**src/rtl/lru_pr_pkg.sv**
```systemverilog
// ----------------------------------------------------------------------------
// lru_pr_pkg
// Shared codes and defaults for the LRU page replacer with pin flags.
// ----------------------------------------------------------------------------
package lru_pr_pkg;

  // capacity register width and reset value
  localparam int CAP_W = 5;
  localparam logic [CAP_W-1:0] CAP_RESET = 5'd16;

  // default build sizes
  localparam int DEPTH_DEFAULT    = 16;
  localparam int ID_WIDTH_DEFAULT = 32;

  // request commands
  typedef enum logic [1:0] {
    CMD_TOUCH    = 2'd0,
    CMD_EVICT    = 2'd1,
    CMD_SET_PIN  = 2'd2,
    CMD_RESERVED = 2'd3
  } cmd_t;

  // result status codes
  typedef enum logic [2:0] {
    ST_HIT         = 3'd0,
    ST_INS_FREE    = 3'd1,
    ST_INS_REPLACE = 3'd2,
    ST_REFUSED     = 3'd3,
    ST_EVICTED     = 3'd4,
    ST_EVICT_MISS  = 3'd5,
    ST_PIN_SET     = 3'd6,
    ST_PIN_MISS    = 3'd7
  } status_t;

endpackage

```
**src/rtl/lru_page_replacer_with_pins_unit.sv**
```systemverilog
// ----------------------------------------------------------------------------
// lru_page_replacer_with_pins_unit
// LRU page replacer: keeps up to capacity page ids with recency ranks and pin
// flags in one slot memory; touch/insert, evict and set-pin requests.
// ----------------------------------------------------------------------------
// Requests (in_valid / in_stall): command, page_id, pin_value; a word is taken
// when in_valid is high and in_stall is low. Results (out_valid / out_stall):
// status, slot, victim_valid, victim_page_id, one word per request, in order.
// Config (cfg_valid / cfg_ready, always ready): cfg_data is the capacity;
// write it only while no request is in flight.
// Each request walks the slot memory once, one slot per cycle through its
// single read port, then passes the drain and decide states before its
// result word is registered; no new request is taken until the block is
// back in idle. The age/pin update of a request is written back during the
// walk of the next request.
// Reset: all slots invalid, capacity 16. The slot memory is not cleared;
// its contents count only once a slot has been filled.
// Stall: a result word holds while out_stall is high. The next request may
// still be accepted and walked; it waits before its result is registered.
// ----------------------------------------------------------------------------
module lru_page_replacer_with_pins_unit
  import lru_pr_pkg::*;
#(
  parameter int DEPTH    = DEPTH_DEFAULT,
  parameter int ID_WIDTH = ID_WIDTH_DEFAULT,
  localparam int SLOT_W  = $clog2(DEPTH)
) (
  input  logic                clk,
  input  logic                rst,
  // config
  input  logic                cfg_valid,
  output logic                cfg_ready,
  input  logic [CAP_W-1:0]    cfg_data,
  // requests
  input  logic                in_valid,
  output logic                in_stall,
  input  logic [1:0]          command,
  input  logic [ID_WIDTH-1:0] page_id,
  input  logic                pin_value,
  // results
  output logic                out_valid,
  input  logic                out_stall,
  output logic [2:0]          status,
  output logic [SLOT_W-1:0]   slot,
  output logic                victim_valid,
  output logic [ID_WIDTH-1:0] victim_page_id
);

  localparam int CNT_W = $clog2(DEPTH + 1);
  localparam int CMP_W = (CNT_W > CAP_W) ? CNT_W : CAP_W;
  localparam logic [SLOT_W-1:0] LAST_SLOT = SLOT_W'(DEPTH - 1);

  typedef struct packed {
    logic [ID_WIDTH-1:0] page;
    logic                pinned;
    logic [SLOT_W-1:0]   age;
  } entry_t;

  typedef enum logic [1:0] {
    S_IDLE,
    S_SCAN,
    S_DRAIN,
    S_DECIDE
  } state_t;

  // deferred write-back applied during the next walk
  typedef enum logic [1:0] {
    OP_NONE,
    OP_PROMOTE,
    OP_DEMOTE,
    OP_PIN
  } op_t;

  state_t              state;
  logic [CAP_W-1:0]    capacity;
  logic [DEPTH-1:0]    valid_bits;
  logic [CNT_W-1:0]    cnt;

  // captured request
  cmd_t                req_cmd;
  logic [ID_WIDTH-1:0] req_page;
  logic                req_pin;

  // walk
  logic [SLOT_W-1:0]   rd_idx;
  logic                chk_vld;
  logic [SLOT_W-1:0]   chk_idx;
  entry_t              rd_data;
  entry_t              xf;
  logic                chk_valid_bit;

  // search results
  logic                match_found;
  logic [SLOT_W-1:0]   match_idx;
  logic [SLOT_W-1:0]   match_age;
  logic                free_found;
  logic [SLOT_W-1:0]   free_idx;
  logic                vic_found;
  logic [SLOT_W-1:0]   vic_idx;
  logic [SLOT_W-1:0]   vic_age;
  logic [ID_WIDTH-1:0] vic_page;

  // pending update
  op_t                 pend_op;
  logic [SLOT_W-1:0]   pend_age;
  logic [SLOT_W-1:0]   pend_slot;
  logic                pend_load;
  logic [ID_WIDTH-1:0] pend_page;
  logic                pend_pin;

  // result register
  status_t             out_status;

  // slot memory
  entry_t              mem [DEPTH];

  logic [CMP_W-1:0]    cap_ext;
  logic [CMP_W-1:0]    cap_eff;
  logic                has_room;

  assign cfg_ready = 1'b1;
  assign in_stall  = (state != S_IDLE);
  assign status    = out_status;

  // effective capacity, clamped to 1..DEPTH
  always_comb begin
    cap_ext = CMP_W'(capacity);
    if (cap_ext == '0) begin
      cap_eff = CMP_W'(1);
    end else if (cap_ext > CMP_W'(DEPTH)) begin
      cap_eff = CMP_W'(DEPTH);
    end else begin
      cap_eff = cap_ext;
    end
    has_room = (CMP_W'(cnt) < cap_eff);
  end

  // apply the previous request's update to the slot just read
  always_comb begin
    chk_valid_bit = valid_bits[chk_idx];
    xf = rd_data;
    case (pend_op)
      OP_PROMOTE: begin
        if (chk_idx == pend_slot) begin
          xf.age = '0;
          if (pend_load) begin
            xf.page   = pend_page;
            xf.pinned = pend_pin;
          end
        end else if (chk_valid_bit && rd_data.age < pend_age) begin
          xf.age = rd_data.age + SLOT_W'(1);
        end
      end
      OP_DEMOTE: begin
        if (chk_idx != pend_slot && chk_valid_bit && rd_data.age > pend_age) begin
          xf.age = rd_data.age - SLOT_W'(1);
        end
      end
      OP_PIN: begin
        if (chk_idx == pend_slot) begin
          xf.pinned = pend_pin;
        end
      end
      default: begin
        xf = rd_data;
      end
    endcase
  end

  // slot memory: one read, one write-back a cycle
  always_ff @(posedge clk) begin
    if (state == S_SCAN) begin
      rd_data <= mem[rd_idx];
    end
    if (chk_vld) begin
      mem[chk_idx] <= xf;
    end
  end

  // control, search and result
  always_ff @(posedge clk) begin
    if (rst) begin
      state       <= S_IDLE;
      capacity    <= CAP_RESET;
      valid_bits  <= '0;
      cnt         <= '0;
      chk_vld     <= 1'b0;
      pend_op     <= OP_NONE;
      out_valid   <= 1'b0;
      match_found <= 1'b0;
      free_found  <= 1'b0;
      vic_found   <= 1'b0;
    end else begin
      if (cfg_valid && cfg_ready) begin
        capacity <= cfg_data;
      end

      chk_vld <= (state == S_SCAN);
      chk_idx <= rd_idx;

      // fold the checked slot into the search
      if (chk_vld) begin
        if (chk_valid_bit && xf.page == req_page && !match_found) begin
          match_found <= 1'b1;
          match_idx   <= chk_idx;
          match_age   <= xf.age;
        end
        if (!chk_valid_bit && !free_found) begin
          free_found <= 1'b1;
          free_idx   <= chk_idx;
        end
        if (chk_valid_bit && !xf.pinned && (!vic_found || xf.age > vic_age)) begin
          vic_found <= 1'b1;
          vic_idx   <= chk_idx;
          vic_age   <= xf.age;
          vic_page  <= xf.page;
        end
      end

      // result taken; in S_DECIDE the next word replaces it
      if (out_valid && !out_stall && state != S_DECIDE) begin
        out_valid <= 1'b0;
      end

      case (state)
        S_IDLE: begin
          if (in_valid && !in_stall) begin
            req_cmd     <= cmd_t'(command);
            req_page    <= page_id;
            req_pin     <= pin_value;
            match_found <= 1'b0;
            free_found  <= 1'b0;
            vic_found   <= 1'b0;
            rd_idx      <= '0;
            state       <= S_SCAN;
          end
        end
        S_SCAN: begin
          rd_idx <= rd_idx + SLOT_W'(1);
          if (rd_idx == LAST_SLOT) begin
            state <= S_DRAIN;
          end
        end
        S_DRAIN: begin
          // last slot written back: the old update is fully applied
          pend_op <= OP_NONE;
          state   <= S_DECIDE;
        end
        S_DECIDE: begin
          if (!out_valid || !out_stall) begin
            out_valid      <= 1'b1;
            slot           <= '0;
            victim_valid   <= 1'b0;
            victim_page_id <= '0;
            out_status     <= ST_PIN_MISS;
            pend_load      <= 1'b0;
            pend_page      <= req_page;
            pend_pin       <= req_pin;
            state          <= S_IDLE;
            case (req_cmd)
              CMD_TOUCH: begin
                if (match_found) begin
                  out_status <= ST_HIT;
                  slot       <= match_idx;
                  pend_op    <= OP_PROMOTE;
                  pend_age   <= match_age;
                  pend_slot  <= match_idx;
                end else if (has_room) begin
                  if (free_found) begin
                    out_status           <= ST_INS_FREE;
                    slot                 <= free_idx;
                    valid_bits[free_idx] <= 1'b1;
                    cnt                  <= cnt + CNT_W'(1);
                    pend_op              <= OP_PROMOTE;
                    pend_age             <= cnt[SLOT_W-1:0];
                    pend_slot            <= free_idx;
                    pend_load            <= 1'b1;
                  end else begin
                    out_status <= ST_REFUSED;
                  end
                end else if (vic_found) begin
                  out_status     <= ST_INS_REPLACE;
                  slot           <= vic_idx;
                  victim_valid   <= 1'b1;
                  victim_page_id <= vic_page;
                  pend_op        <= OP_PROMOTE;
                  pend_age       <= vic_age;
                  pend_slot      <= vic_idx;
                  pend_load      <= 1'b1;
                end else begin
                  out_status <= ST_REFUSED;
                end
              end
              CMD_EVICT: begin
                if (match_found) begin
                  out_status            <= ST_EVICTED;
                  slot                  <= match_idx;
                  valid_bits[match_idx] <= 1'b0;
                  cnt                   <= cnt - CNT_W'(1);
                  pend_op               <= OP_DEMOTE;
                  pend_age              <= match_age;
                  pend_slot             <= match_idx;
                end else begin
                  out_status <= ST_EVICT_MISS;
                end
              end
              CMD_SET_PIN: begin
                if (match_found) begin
                  out_status <= ST_PIN_SET;
                  slot       <= match_idx;
                  pend_op    <= OP_PIN;
                  pend_slot  <= match_idx;
                end else begin
                  out_status <= ST_PIN_MISS;
                end
              end
              default: begin
                out_status <= ST_PIN_MISS;
              end
            endcase
          end
        end
        default: begin
          state <= S_IDLE;
        end
      endcase
    end
  end

  // occupancy counter tracks the valid bits
  a_cnt_matches: assert property (@(posedge clk) disable iff (rst)
    CNT_W'($countones(valid_bits)) == cnt)
    else $error("occupancy count out of step with valid bits");

  a_cnt_bound: assert property (@(posedge clk) disable iff (rst)
    CMP_W'(cnt) <= CMP_W'(DEPTH))
    else $error("occupancy above depth");

  a_victim_only_replace: assert property (@(posedge clk) disable iff (rst)
    out_valid && victim_valid |-> out_status == ST_INS_REPLACE)
    else $error("victim flagged on a non-replacing result");

  a_miss_slot_zero: assert property (@(posedge clk) disable iff (rst)
    out_valid && (out_status == ST_REFUSED || out_status == ST_EVICT_MISS ||
                  out_status == ST_PIN_MISS) |-> slot == '0 && !victim_valid)
    else $error("miss result carries a slot or victim");

  a_no_pending_in_walk_end: assert property (@(posedge clk) disable iff (rst)
    state == S_DECIDE |-> pend_op == OP_NONE)
    else $error("stale update still pending at decision");

endmodule

```
**config.mk**
```make
export PLATFORM = sky130hd
export DESIGN_NAME = lru_page_replacer_with_pins_unit
export DESIGN_NICKNAME = d
export VERILOG_FILES = /design/src/rtl/lru_pr_pkg.sv /design/src/rtl/lru_page_replacer_with_pins_unit.sv
export SDC_FILE = /design/constraint.sdc
export NUM_CORES = 1
export LEC_CHECK = 0
export ABC_AREA = 1
export CAP_MARGIN = 20
export CELL_PAD_IN_SITES_DETAIL_PLACEMENT = 0
export CELL_PAD_IN_SITES_GLOBAL_PLACEMENT = 1
export CORE_MARGIN = 2
export CORE_UTILIZATION = 47
export DETAILED_ROUTE_END_ITERATION = 6
export DONT_BUFFER_PORTS = 1
export PLACE_DENSITY = 0.84
export SLEW_MARGIN = 20
export SYNTH_ARGS = -nofsm -noshare
export SYNTH_HDL_FRONTEND = slang
export SYNTH_SLANG_ARGS = --single-unit
```
**constraint.sdc**
```tcl
create_clock -name clk -period 10.1 [get_ports clk]
set_input_delay 1.01 -clock clk [delete_from_list [all_inputs] [get_ports clk]]
set_output_delay 1.01 -clock clk [all_outputs]
set_load 0.01 [all_outputs]
```
; Word level (Yosys, flattened, before mapping)
; Memories as Yosys holds them, arrays and structs flattened. A register that Yosys moved wholly into a read port is not among the register bits.
; Cells that the tools add are included.
; Widths: inputs -> output; s select.
[classes]
n_addsub = 5
magnitude_cmp = 10
eq_ne = 28
muxes = 87
bitwise = 6
n_reduce_logical = 46
[ops]
columns = operator, count
row1 = $mux 4, 19
row2 = $mux 33, 2
row3 = $mux 16, 4
row4 = $pmux 4 s2, 5
row5 = $eq 32x32->1, 1
row6 = $mux 32, 1
row7 = $pmux 16 s2, 1
row8 = $mux 5, 6
row9 = $reduce_and 7->1, 4
row10 = $mux 1, 27
row11 = $mux 2, 11
row12 = $reduce_and 3->1, 7
row13 = $and 16x16->16, 1
row14 = $not 16->16, 1
row15 = $or 16x16->16, 1
row16 = $lt 4x5->1 const B, 3
row17 = $ne 2x2->1 const B, 7
row18 = $logic_and 1x1->1, 13
row19 = $eq 2x2->1 const B, 5
row20 = $ne 5x5->1 const B, 2
row21 = $pmux 5 s2, 1
row22 = $reduce_bool 2->1, 5
row23 = $pmux 3 s3, 1
row24 = $add 4x1->4 const B, 2
row25 = other kinds (31), 52
[totals]
reg_bits = 212
mem_bits_rw = 592
in_bits = 45
out_inout_bits = 43
elab_cells = 213
mem_count = 1
[mem_list]
columns = name, words, word_bits, read_ports, rd_clocked_by_memory_dff, wr, line_no
row1 = mem, 16, 37, 1, 1, 1, lru_page_replacer_with_pins_unit.sv:115  ; entry_t mem [DEPTH];

; Longest topological paths before layout
[logic_depth]
depth_word = 13
mapped_depth = 24
mapped_depth_nobuf = 23

; Worst setup path before layout
; Ideal clock, no wire load.
[synth_path]
path_type = flip-flop to flip-flop
startpoint = register, netlist name rd_data[1]
endpoint = register vic_age[0], enable pin
setup_ns = 0.653
arrival_time_ns = 8.963
required_time_ns = 9.447
setup_slack_ns = 0.485
path_stages_with_launch = 20
n_path_buf = 0
period_less_slack_ns = 9.615
path_cell_list = edfxtp_1 -> ha_1 -> a21oi_1 -> o21bai_1 -> a21oi_1 -> nor2_1 -> nand2_1 -> inv_1 -> nand2_1 -> nand3_1 -> o21ai_0 -> nand2_1 -> o21ai_0 -> inv_1 -> ha_1 -> inv_1 -> a21oi_1 -> o21ai_0 -> o21ai_0 -> a2111oi_0
[synth_lines]
columns = item, line_no
row1 = "end signal, assigned", lru_page_replacer_with_pins_unit.sv:215  ; vic_age <= xf.age;
row2 = "end, declared", lru_page_replacer_with_pins_unit.sv:100  ; logic [SLOT_W-1:0] vic_age;

==> results.cfg <==
[synthesis]
syn_area_sq_um = 34500
post_synth_xor_area_fraction = 0.00127
synth_top_family_by_area = simple AND/OR/NAND/NOR gates
yosys_register_bits = 841
synth_flop_cell = sky130_fd_sc_hd__edfxtp_1
synth-simple-area-share = 0.123
yosys.area_share.adder = 0.0115
synth_top_cells_by_area = sky130_fd_sc_hd__edfxtp_1 (70%), sky130_fd_sc_hd__nor2_1 (5.1%), sky130_fd_sc_hd__nand2_1 (3.7%), sky130_fd_sc_hd__o21ai_0 (3.1%), sky130_fd_sc_hd__o32ai_1 (2.2%)
synth_async_sr_flop_share = 0
synth_compound_area_frac = 0.0880
synth_mux_area_frac = 0.0177
synth-edff-count = 806
number_of_synthesis_warnings = 0
syn_avg_cell_area_sq_um = 12.6
synth.lib_cells_used.distinct = 53
netlist_instances = 2748
ys_seq_area_frac = 0.721
synth_fp_nets = 2824
synth_top_area_cell = sky130_fd_sc_hd__edfxtp_1
synth_largest_type_area_fraction = 0.701

[global_route]
grt_start_max_net_pins = 251
grt.total_usage = 0.239
first_pass_grt_wire_length_mm = 134
grt_pass1_vias = 21332
overflow_left_after_global_routing = 0
antenna_violations_before_repair = 5

[layout]
fin_area_sq_um = 38400
num-nets-final = 2805
layout.cells.most_common = sky130_fd_sc_hd__edfxtp_1
syn2layout_area_growth_pct = 11.1
fill_cells = 6016
most_frequent_cells_in_the_layout = sky130_fd_sc_hd__edfxtp_1 (806), sky130_fd_sc_hd__nor2_1 (450), sky130_fd_sc_hd__nand2_1 (340)
drive_gt1_frac = 0.0777

[worst_setup_path]
max_stage_delay_ns = 0.58
cp-end-kind = register
critical_path_class = register to register
worstSetupStartpointType = register
critPathMostFrequentCell = sky130_fd_sc_hd__nand2_1
critical_path.slowest_cell = sky130_fd_sc_hd__edfxtp_1
critical_path_peak_fanout = 26
worst_ep_required_time_ns = 10.38
cp_cell_sequence = nor2_1 > nand2_1 > nand3_1 > nand2_1 > nand2_1 > inv_1 > nand2_1 > nand2_1 > inv_1 > nand2_1 > a21boi_0 > o21ai_0 > nand3b_1 > o21ai_0 > inv_1 > ha_1 > nand2_1 > o21ai_0 > o21ai_0 > a2111oi_2 > buf_4
cp.arrival_ns = 4.86

[clock_network]
hold_buffers = 0
cts-buffers-inserted = 83
clk_pin_slew_ns = 0.06
numClockSinks = 841
htreeDepth = 3
cts-root-buf = sky130_fd_sc_hd__clkbuf_16
tritoncts = built
cts.repair.resized = 0
clk-insertion-delay-late_ns = 0.65
clk_path_buf_depth = 3
cts_post_setup_buffers_inserted = 0

[route]
postRouteWirelength_mm = 90.8
drc_errors = 0
route.vias.total = 22397
drt.antenna.violating_nets = 0
detail_route.vias_per_cell = 5.96
dr_wl_cell_um = 24.2
drt_pre_antenna_iters = 6
drtIter0Drc = 2518

[sta]
fin_skew_ns = 0.0368
timing.final.crit_share = 0.454
setup_violations = 0
max_clock_freq_ghz = 0.218
period_needed_ns = 4.59
unrepaired_setup_endpoints_after_global_routing = false
max_slew.worst_pin.slew_ns = 1.17
slew_viol_final = 0
finalHoldViolCount = 0
max-slew-margin-rel = 0.223
setup-tns-final_ns = 0

[power_and_ir_drop]
p_per_area_nw_per_um2 = 228
power_frac_seq = 0.491
irDropWorstVdd_uv = 163
fraction_of_power_consumed_by_the_clock_network = 0.355
power.net_switching_uw = 2420
p_comb_frac = 0.154
total_power_uw = 8750
switching_share = 0.277
power.static_leakage_uw = 0.0132
pint_uw = 6320

[worst_hold_path]
hold_path.class = input pin to register

[die]
floorplan.rows = 99
die_outline_width_um = 275
die-height_um = 275
dieArea_sq_um = 75600
floorplan.initialDensity = 0.474
core_region_area_sq_um = 72800
design.portCount = 88

[placement]
dpl-instance-area_sq_um = 35600
place.gp.congestion = 0.900
dp_hpwl_mm = 50.8
port_buffers = 0

[run_status]
run_status = finished, final reports clean

[run]
drv.max_cap_violation_count = 0
-- state kept, by name, summed over array words and instances (netlist names), 5 cells and up --
signal and count:
cap_ext 5, cnt 5, mem 592, pend_page 32, rd_data 37, req_page 32, valid_bits 16, vic_page 32
victim_page_id 32
-- synth_stat cells, drive strengths merged (2+ instances only) --
cell,instances
a211oi,2
xnor2,2
mux2i,61
xor2,3
a31oi,10
nor2,475
o32ai,88
buf,27
o21ai,219
nand3b,15
nand4,45
edfxtp,806
ha,30
nand3,110
o221ai,60
and3,2
dfxtp,35
or2,4
o211ai,22
clkbuf,119
o21bai,2
inv,175
nor3,6
a21oi,65
nand2,351
clkinv,3
-- stage by stage --
stage	worst slack, ns	util	cells	hold slack [ns]
detailed placement	5.57	0.489	3603	0.456
global route	5.18	0.527	3752	0.417
CTS	5.54	0.526	3752	0.415
finish	5.51	0.527	3755	0.439
global placement	5.82	0.489	3603	0.456
floorplan	0.485	-	2748	0.400
-- power by group through the flow --
stage | Clock (uW) | Combinational [uW] | Sequential [uW]
floorplan | 0 | 888 | 4330
global route | 3270 | 1480 | 4300
detailed placement | 0 | 1330 | 4370
global placement | 0 | 1280 | 4360
CTS | 3130 | 1340 | 4290
finish | 3100 | 1350 | 4300
-- critical path, delay by kind of cell, from the launching register on --
family | cells | cell delay, ns
adder cells (fa/ha/maj) | 1 | 0.20
AO/OA/AOI/OAI | 6 | 1.11
AND/OR/NAND/NOR | 10 | 1.24
flip-flops | 1 | 0.58
buffers and inverters | 4 | 1.06
-- cells by family after synthesis --
kind of cell,count (synthesis)
multiplexers,61
buffers and inverters,324
AO/OA/AOI/OAI,475
flip-flops,841
other,1
XOR/XNOR,5
AND/OR/NAND/NOR,1010
adder cells (fa/ha/maj),31
-- worst paths after layout --
kind | from | endpoint | slack [ns] | cells past startpoint
hold / removal | rst | out_valid$_SDFF_PP0_ | 0.44 | 1
setup reg to reg | chk_idx[0]$_DFFE_PN_ | vic_page[14]$_DFFE_PP_ | 5.51 | 21
hold reg to reg | req_page[8]$_DFFE_PP_ | pend_page[8]$_DFFE_PP_ | 0.47 | 0
setup / recovery | chk_idx[0]$_DFFE_PN_ | vic_page[14]$_DFFE_PP_ | 5.51 | 21
-- layer usage --
metal / share of wire / vias to the layer above / GRT usage
met1: 0.40 / 11120 / 0.329
met2: 0.47 / 1115 / 0.384
met5: 0.00050 / - / 0
li1: - / 9949 / -
met4: 0.034 / 6 / 0.0871
met3: 0.090 / 207 / 0.0412
-- cell type report --
class,instances,area (sq um),share of cell area
multi-input cells,1583,8510,0.222
clock inverters,49,546,0.0142
inverters,178,676,0.0176
diodes,3,7.51,0.000196
clock buffers,100,2180,0.0569
flip-flops and latches,841,24900,0.649
well taps,959,1200,0.0313
repair buffers,42,332,0.00864
Note: power is estimated with default switching activity, not from simulation.
